[src/rtl/bada_pkg.sv]
// shared types and constants for the bit-adjacent access detector
// no dependencies; used by bada_cell, bada_score and the top level
package bada_pkg;

  localparam int WINDOW_PAIRS_DEF = 10;
  localparam int KEY_WIDTH_DEF    = 64;

  localparam int KEY_PORT_W = 64;
  localparam int LEVEL_W    = 7;
  localparam int HITS_W     = 4;
  localparam int CFG_IDX_W  = 3;
  localparam int CFG_DATA_W = 7;

  localparam logic [LEVEL_W-1:0] LEVEL_MAX = 7'd100;
  localparam logic [HITS_W-1:0]  HITS_SAT  = 4'd15;

  localparam logic [LEVEL_W-1:0] ATTACK_RST   = 7'd85;
  localparam logic [LEVEL_W-1:0] RELEASE_RST  = 7'd42;
  localparam logic [LEVEL_W-1:0] RAISE_RST    = 7'd15;
  localparam logic [LEVEL_W-1:0] DECAY_RST    = 7'd1;
  localparam logic [HITS_W-1:0]  HIT_LIM_RST  = 4'd7;
  localparam logic [LEVEL_W-1:0] HONEYPOT_RST = 7'd75;
  localparam logic [LEVEL_W-1:0] THROTTLE_RST = 7'd50;

  typedef enum logic [CFG_IDX_W-1:0] {
    REG_ATTACK   = 3'd0,
    REG_RELEASE  = 3'd1,
    REG_RAISE    = 3'd2,
    REG_DECAY    = 3'd3,
    REG_HIT_LIM  = 3'd4,
    REG_HONEYPOT = 3'd5,
    REG_THROTTLE = 3'd6
  } cfg_idx_t;

  typedef enum logic [1:0] {
    TIER_NORMAL   = 2'd0,
    TIER_THROTTLE = 2'd1,
    TIER_HONEYPOT = 2'd2,
    TIER_ACTIVE   = 2'd3
  } tier_t;

  typedef struct packed {
    logic [LEVEL_W-1:0] attack_threshold;
    logic [LEVEL_W-1:0] release_threshold;
    logic [LEVEL_W-1:0] raise_step;
    logic [LEVEL_W-1:0] decay_step;
    logic [HITS_W-1:0]  hit_limit;
    logic [LEVEL_W-1:0] honeypot_threshold;
    logic [LEVEL_W-1:0] throttle_threshold;
  } cfg_t;

  typedef struct packed {
    logic [LEVEL_W-1:0] level_now;
    logic               alarm_active;
    logic               alarm_started;
    logic               alarm_ended;
    logic [HITS_W-1:0]  pair_hits;
    tier_t              response_tier;
  } result_t;

endpackage

[src/rtl/bada_cell.sv]
// one history cell: holds one key and flags whether it and its newer
// neighbor differ in at most one bit; depends on bada_pkg for its default width
module bada_cell #(
  parameter int KEY_WIDTH = bada_pkg::KEY_WIDTH_DEF
) (
  input  logic                 clk,
  input  logic                 rst_n,
  input  logic                 load,
  input  logic [KEY_WIDTH-1:0] in_key,
  input  logic [KEY_WIDTH-1:0] up_key,
  output logic [KEY_WIDTH-1:0] key_q,
  output logic                 hit_q
);

  logic [KEY_WIDTH-1:0] key_r;
  logic                 hit_r;
  logic [KEY_WIDTH-1:0] diff_w;
  logic [KEY_WIDTH-1:0] diff_m1_w;
  logic                 hit_nxt;

  // pair formed after the shift: up_key is newer, in_key lands here
  assign diff_w    = in_key ^ up_key;
  assign diff_m1_w = diff_w - {{(KEY_WIDTH-1){1'b0}}, 1'b1};
  assign hit_nxt   = ~|(diff_w & diff_m1_w);

  always_ff @(posedge clk) begin
    if (!rst_n) begin
      key_r <= '0;
    end else if (load) begin
      key_r <= in_key;
    end
  end

  always_ff @(posedge clk) begin
    if (load) begin
      hit_r <= hit_nxt;
    end
  end

  assign key_q = key_r;
  assign hit_q = hit_r;

endmodule

[src/rtl/bada_score.sv]
// threat scoring: counts pair hits, updates level and alarm, derives the tier
// and holds the result register; depends on bada_pkg
module bada_score #(
  parameter int WINDOW_PAIRS = bada_pkg::WINDOW_PAIRS_DEF
) (
  input  logic                    clk,
  input  logic                    rst_n,
  input  bada_pkg::cfg_t          cfg,
  input  logic [WINDOW_PAIRS-1:0] hit_vec,
  input  logic                    hits_valid,
  output logic                    hits_taken,
  output logic                    res_valid,
  input  logic                    res_stall,
  output bada_pkg::result_t       res
);

  localparam int HW = $clog2(WINDOW_PAIRS + 1);
  localparam int CW = (HW > bada_pkg::HITS_W) ? HW : bada_pkg::HITS_W;

  logic [bada_pkg::LEVEL_W-1:0] score_r;
  logic [bada_pkg::LEVEL_W-1:0] score_nxt;
  logic                         alarm_r;
  logic                         alarm_nxt;
  logic                         valid_r;
  bada_pkg::result_t            res_r;
  bada_pkg::result_t            res_nxt;

  logic [CW-1:0]                cnt_w;
  logic                         suspicious_w;
  logic [bada_pkg::LEVEL_W:0]   raise_sum_w;
  logic [bada_pkg::LEVEL_W-1:0] level_up_w;
  logic [bada_pkg::LEVEL_W-1:0] level_dn_w;
  logic                         at_attack_w;
  logic                         started_w;
  logic                         ended_w;
  bada_pkg::tier_t              tier_w;

  always_comb begin
    cnt_w = '0;
    for (int i = 0; i < WINDOW_PAIRS; i++) begin
      cnt_w = cnt_w + CW'(hit_vec[i]);
    end
  end

  assign suspicious_w = cnt_w >= CW'(cfg.hit_limit);
  assign raise_sum_w  = {1'b0, score_r} + {1'b0, cfg.raise_step};
  assign level_up_w   = (raise_sum_w > {1'b0, bada_pkg::LEVEL_MAX}) ?
                        bada_pkg::LEVEL_MAX : raise_sum_w[bada_pkg::LEVEL_W-1:0];
  assign level_dn_w   = (score_r > cfg.decay_step) ? (score_r - cfg.decay_step) : '0;
  assign score_nxt    = suspicious_w ? level_up_w : level_dn_w;

  // only an alarm already on can clear
  assign at_attack_w = score_nxt >= cfg.attack_threshold;
  assign started_w   = at_attack_w && !alarm_r;
  assign ended_w     = !started_w && (score_nxt < cfg.release_threshold) && alarm_r;
  assign alarm_nxt   = started_w ? 1'b1 : (ended_w ? 1'b0 : alarm_r);

  always_comb begin
    if (at_attack_w) begin
      tier_w = bada_pkg::TIER_ACTIVE;
    end else if (score_nxt >= cfg.honeypot_threshold) begin
      tier_w = bada_pkg::TIER_HONEYPOT;
    end else if (score_nxt >= cfg.throttle_threshold) begin
      tier_w = bada_pkg::TIER_THROTTLE;
    end else begin
      tier_w = bada_pkg::TIER_NORMAL;
    end
  end

  always_comb begin
    res_nxt.level_now     = score_nxt;
    res_nxt.alarm_active  = alarm_nxt;
    res_nxt.alarm_started = started_w;
    res_nxt.alarm_ended   = ended_w;
    res_nxt.pair_hits     = (cnt_w > CW'(bada_pkg::HITS_SAT)) ?
                            bada_pkg::HITS_SAT : cnt_w[bada_pkg::HITS_W-1:0];
    res_nxt.response_tier = tier_w;
  end

  assign hits_taken = hits_valid && (!valid_r || !res_stall);

  always_ff @(posedge clk) begin
    if (!rst_n) begin
      score_r <= '0;
      alarm_r <= 1'b0;
      valid_r <= 1'b0;
    end else begin
      if (hits_taken) begin
        score_r <= score_nxt;
        alarm_r <= alarm_nxt;
        valid_r <= 1'b1;
      end else if (!res_stall) begin
        valid_r <= 1'b0;
      end
    end
  end

  always_ff @(posedge clk) begin
    if (hits_taken) begin
      res_r <= res_nxt;
    end
  end

  assign res_valid = valid_r;
  assign res       = res_r;

endmodule

[src/rtl/bit_adjacent_access_detector_core.sv]
// bit-adjacent access detector, top level; uses bada_pkg, bada_cell, bada_score
// an item's hit flags are registered in the history cells, its result in bada_score
// throughput: one item per cycle while out_stall is low; the key history chain and
//   the score update in bada_score set that figure
// reset (rst_n low, synchronous): history cleared to zero, level and alarm
//   cleared, registers back to their defaults, both pipeline stages emptied
module bit_adjacent_access_detector_core #(
  parameter int WINDOW_PAIRS = bada_pkg::WINDOW_PAIRS_DEF,
  parameter int KEY_WIDTH    = bada_pkg::KEY_WIDTH_DEF
) (
  input  logic                               clk,
  input  logic                               rst_n,
  input  logic                               in_valid,
  output logic                               in_stall,
  input  logic [bada_pkg::KEY_PORT_W-1:0]    in_target_key,
  output logic                               out_valid,
  input  logic                               out_stall,
  output logic [bada_pkg::LEVEL_W-1:0]       out_level_now,
  output logic                               out_alarm_active,
  output logic                               out_alarm_started,
  output logic                               out_alarm_ended,
  output logic [bada_pkg::HITS_W-1:0]        out_pair_hits,
  output logic [1:0]                         out_response_tier,
  input  logic                               cfg_valid,
  output logic                               cfg_ready,
  input  logic [bada_pkg::CFG_IDX_W-1:0]     cfg_index,
  input  logic [bada_pkg::CFG_DATA_W-1:0]    cfg_data
);

  bada_pkg::cfg_t       cfg_r;
  bada_pkg::cfg_t       cfg_nxt;
  logic                 v1_r;
  logic                 v1_nxt;
  logic [KEY_WIDTH-1:0] head_r;
  logic                 in_take;
  logic                 hits_taken;
  logic [WINDOW_PAIRS-1:0] hit_vec;
  bada_pkg::result_t    res;

  // key_q[j] is history entry j; load_q[j] is what entry j takes on a transfer
  logic [KEY_WIDTH-1:0] key_q  [WINDOW_PAIRS+1];
  logic [KEY_WIDTH-1:0] load_q [WINDOW_PAIRS+1];

  assign cfg_ready = 1'b1;

  always_comb begin
    cfg_nxt = cfg_r;
    if (cfg_valid) begin
      case (bada_pkg::cfg_idx_t'(cfg_index))
        bada_pkg::REG_ATTACK:   cfg_nxt.attack_threshold   = cfg_data;
        bada_pkg::REG_RELEASE:  cfg_nxt.release_threshold  = cfg_data;
        bada_pkg::REG_RAISE:    cfg_nxt.raise_step         = cfg_data;
        bada_pkg::REG_DECAY:    cfg_nxt.decay_step         = cfg_data;
        bada_pkg::REG_HIT_LIM:  cfg_nxt.hit_limit          = cfg_data[bada_pkg::HITS_W-1:0];
        bada_pkg::REG_HONEYPOT: cfg_nxt.honeypot_threshold = cfg_data;
        bada_pkg::REG_THROTTLE: cfg_nxt.throttle_threshold = cfg_data;
        default: ;
      endcase
    end
  end

  always_ff @(posedge clk) begin
    if (!rst_n) begin
      cfg_r.attack_threshold   <= bada_pkg::ATTACK_RST;
      cfg_r.release_threshold  <= bada_pkg::RELEASE_RST;
      cfg_r.raise_step         <= bada_pkg::RAISE_RST;
      cfg_r.decay_step         <= bada_pkg::DECAY_RST;
      cfg_r.hit_limit          <= bada_pkg::HIT_LIM_RST;
      cfg_r.honeypot_threshold <= bada_pkg::HONEYPOT_RST;
      cfg_r.throttle_threshold <= bada_pkg::THROTTLE_RST;
    end else begin
      cfg_r <= cfg_nxt;
    end
  end

  // stage one holds until the scoring stage takes its hit flags
  assign in_stall = v1_r && !hits_taken;
  assign in_take  = in_valid && !in_stall;
  assign v1_nxt   = in_take ? 1'b1 : (hits_taken ? 1'b0 : v1_r);

  always_ff @(posedge clk) begin
    if (!rst_n) begin
      v1_r   <= 1'b0;
      head_r <= '0;
    end else begin
      v1_r <= v1_nxt;
      if (in_take) begin
        head_r <= load_q[0];
      end
    end
  end

  assign load_q[0] = in_target_key[KEY_WIDTH-1:0];
  assign key_q[0]  = head_r;

  for (genvar j = 0; j < WINDOW_PAIRS; j++) begin : g_cell
    assign load_q[j+1] = key_q[j];

    bada_cell #(
      .KEY_WIDTH (KEY_WIDTH)
    ) u_cell (
      .clk    (clk),
      .rst_n  (rst_n),
      .load   (in_take),
      .in_key (load_q[j+1]),
      .up_key (load_q[j]),
      .key_q  (key_q[j+1]),
      .hit_q  (hit_vec[j])
    );
  end

  bada_score #(
    .WINDOW_PAIRS (WINDOW_PAIRS)
  ) u_score (
    .clk        (clk),
    .rst_n      (rst_n),
    .cfg        (cfg_r),
    .hit_vec    (hit_vec),
    .hits_valid (v1_r),
    .hits_taken (hits_taken),
    .res_valid  (out_valid),
    .res_stall  (out_stall),
    .res        (res)
  );

  assign out_level_now     = res.level_now;
  assign out_alarm_active  = res.alarm_active;
  assign out_alarm_started = res.alarm_started;
  assign out_alarm_ended   = res.alarm_ended;
  assign out_pair_hits     = res.pair_hits;
  assign out_response_tier = res.response_tier;

`ifndef SYNTHESIS
  a_no_start_and_end: assert property (@(posedge clk) disable iff (!rst_n)
    out_valid |-> !(out_alarm_started && out_alarm_ended))
    else $error("alarm started and ended on one result");

  a_start_sets_alarm: assert property (@(posedge clk) disable iff (!rst_n)
    (out_valid && out_alarm_started) |-> out_alarm_active)
    else $error("alarm start without active alarm");

  a_level_in_range: assert property (@(posedge clk) disable iff (!rst_n)
    out_valid |-> (out_level_now <= bada_pkg::LEVEL_MAX))
    else $error("threat level above maximum");

  a_stall_only_when_full: assert property (@(posedge clk) disable iff (!rst_n)
    in_stall |-> (out_valid && out_stall))
    else $error("input stalled while output side can move");

  a_stage_drains: assert property (@(posedge clk) disable iff (!rst_n)
    (v1_r && !out_valid) |=> out_valid)
    else $error("pending item did not reach the output register");
`endif

endmodule
[config.mk]
export PLATFORM = sky130hd
export DESIGN_NAME = bit_adjacent_access_detector_core
export DESIGN_NICKNAME = d
export VERILOG_FILES = /design/src/rtl/bada_pkg.sv /design/src/rtl/bada_cell.sv /design/src/rtl/bada_score.sv /design/src/rtl/bit_adjacent_access_detector_core.sv
export SDC_FILE = /design/constraint.sdc
export NUM_CORES = 2
export LEC_CHECK = 0
export BUFFER_PORTS_ARGS = -buffer_cell sky130_fd_sc_hd__buf_2
export CORE_AREA = 2 2 354 356
export CTS_CLUSTER_SIZE = 20
export DETAILED_ROUTE_END_ITERATION = 8
export DIE_AREA = 0 0 356 358
export PLACE_DENSITY = 0.51
export SLEW_MARGIN = 20
export SYNTH_ARGS = -nofsm -noshare
export SYNTH_HDL_FRONTEND = slang
export SYNTH_HIERARCHICAL = 1
export SYNTH_SLANG_ARGS = --single-unit
[constraint.sdc]
create_clock -name clk -period 7.4 [get_ports clk]
set_input_delay 0.37 -clock clk [delete_from_list [all_inputs] [get_ports clk]]
set_output_delay 0.37 -clock clk [all_outputs]
set_load 0.02 [all_outputs]
==> run metrics <==
P&R area growth vs syn 13.1%; initial antenna violation count 1; CTS buffer count 91; row count 129; Max Cap Viol 0; # port buffers 96; Hold WC Path Type input pin to flip-flop; total gr overflow 0; die width 356 um; Pwr Density 207 mW/mm2; Required @ worst endpoint 7.83 ns; Final ANT Viol Nets 0; Clock Sinks 722; CTS root buf clkbuf_16; Worst-path clk slew 0.06 ns; placed inst area 0.0463 mm2; # IOs 98; fin util 0.406; final slew viol count 0; post-route setup slack 1.27 ns; Worst EP arrival 6.57 ns; RSZ-0062 raised after global routing false; H-tree levels 3; min cycle time layout 6.13 ns; vias per cell 5.30; # placed instances 6,418; final hold vios 0; Power Total 10.4 mW; Tot GR Track Use 0.210; synthesized instance count 4,846; Worst-Skew Late Latency 0.69 ns; Critical Path End Type flip-flop; Initial Util 0.359; Routed WL per cell 20.5 um; Slew HR 0.300; nets@finish 5,079; Starting DRT DRC Count 2,790; Vert. Die Dim 358 um; CORE AREA 0.123 mm2; Synth Warn # 6; final setup fails 0; worst-margin pin slew 1.04 ns; fin area 0.0501 mm2; Synth Area per Inst 9.13 um2; Min Hold Slack 0.0669 ns; 1st-pass router iterations 5; vias in the first global route 32,900; Max Clock Freq 163 MHz; CP Class flip-flop to flip-flop; GP Congestion 0.897; share of cells above drive strength 1 0.0779; CTS tree yes; Worst setup SP type flip-flop; post-CTS sizing 0; Pleak 21.4 nW; pre-CTS setup slack 1.31 ns; drc violations 0; Routed Wire Length 137,000 um; setup TNS 0 ns; Die Area 0.127 mm2; worst-path fanout max 8; clock skew 0.0331 ns; Period Utilization, post-route 0.829; non-filler instance count after layout 6,659; Netlist Area Pre-Place 0.0443 mm2; total vias in the final route 35,300; outcome completed; first-pass GRT wire length 209,000 um; Post-Syn Nets 4,980; largest net degree at the start of global routing 219; worst vdd ir 181 uV; clock buffer depth 3; hpwl dp 104,000 um
layer usage:
layer | GRT usage | up-vias | part of all wire
li1 | - | 17500 | -
met4 | 0.0419 | 0 | 0.014
met3 | 0.0297 | 116 | 0.045
met1 | 0.310 | 16900 | 0.50
met2 | 0.324 | 720 | 0.44
met5 | 0 | - | 0
timing repair:
action | 4_1_cts | 5_1_grt
hold endpoints to repair | 78 | 0
setup buffers | 0 | 0
hold buffers | 71 | 0
critical path, stage by stage, from the launching register on:
cell	delay, ns
edfxtp_1	0.40
fa_1	0.56
inv_1	0.06
fa_1	0.46
fa_1	0.49
inv_1	0.05
ha_1	0.20
fa_1	0.43
xor2_1	0.22
ha_1	0.26
and2_1	0.17
a21bo_1	0.28
nor3_1	0.46
o211ai_1	0.20
nand2_1	0.29
ha_1	0.31
a21o_1	0.17
a221oi_1	0.31
nand4b_1	0.21
o221a_1	0.31
cell type report:
type,count,area [um2]
Multi-Input combinational cell,3802,28200
Clock inverter,35,399
Inverter,141,529
Antenna cell,2,5.00
Sequential cell,722,14700
Tap cell,1637,2050
Fill cell,12500,73300
Clock buffer,133,2660
Timing Repair Buffer,187,1460
report_power, final:
part | switching [mW] | internal [mW] | total [mW]
Clock | 1.82 | 2.73 | 4.55
Sequential | 0.0963 | 4.01 | 4.11
Combinational | 1.04 | 0.671 | 1.71
final timing paths:
check                         start              to  slack [ns]  cells after the start
max          g_cell[5].u_cell/hit_q  u_score/res[8]        1.27                     19
min                     cfg_data[0]       cfg_r[39]        0.07                      3
max reg2reg  g_cell[5].u_cell/hit_q  u_score/res[8]        1.27                     19
min reg2reg                cfg_r[9]        cfg_r[9]        0.47                      2
cells in the final DEF (no fill, tap or decap), types with 21 or more instances in the layout:
master / instances
nand3_1: 141
nand4_1: 41
buf_2: 95
xnor2_1: 133
nor3b_1: 21
xor2_1: 502
ha_1: 47
nor2b_1: 590
nand2_1: 294
inv_1: 140
clkbuf_16: 92
o21ai_0: 108
dfxtp_1: 696
o31ai_1: 30
dlygate4sd3_1: 71
clkbuf_1: 21
a211oi_1: 44
a41oi_1: 50
nor4_1: 52
nor3_1: 155
and3_1: 30
mux2i_1: 662
a31oi_1: 123
nor4b_1: 31
nor2_1: 257
edfxtp_1: 26
a21oi_1: 112
registers in the layout (all words and copies together) (netlist names):
register / flops
cfg_r: 46
u_score/res: 16
u_score/res_valid: 1
u_score/alarm_r: 1
g_cell.u_cell/hit_q: 10
g_cell.u_cell/key_q: 576
u_score/score_r: 7
head_r: 64
v1_r: 1
Power figures use the tool's default switching activity.
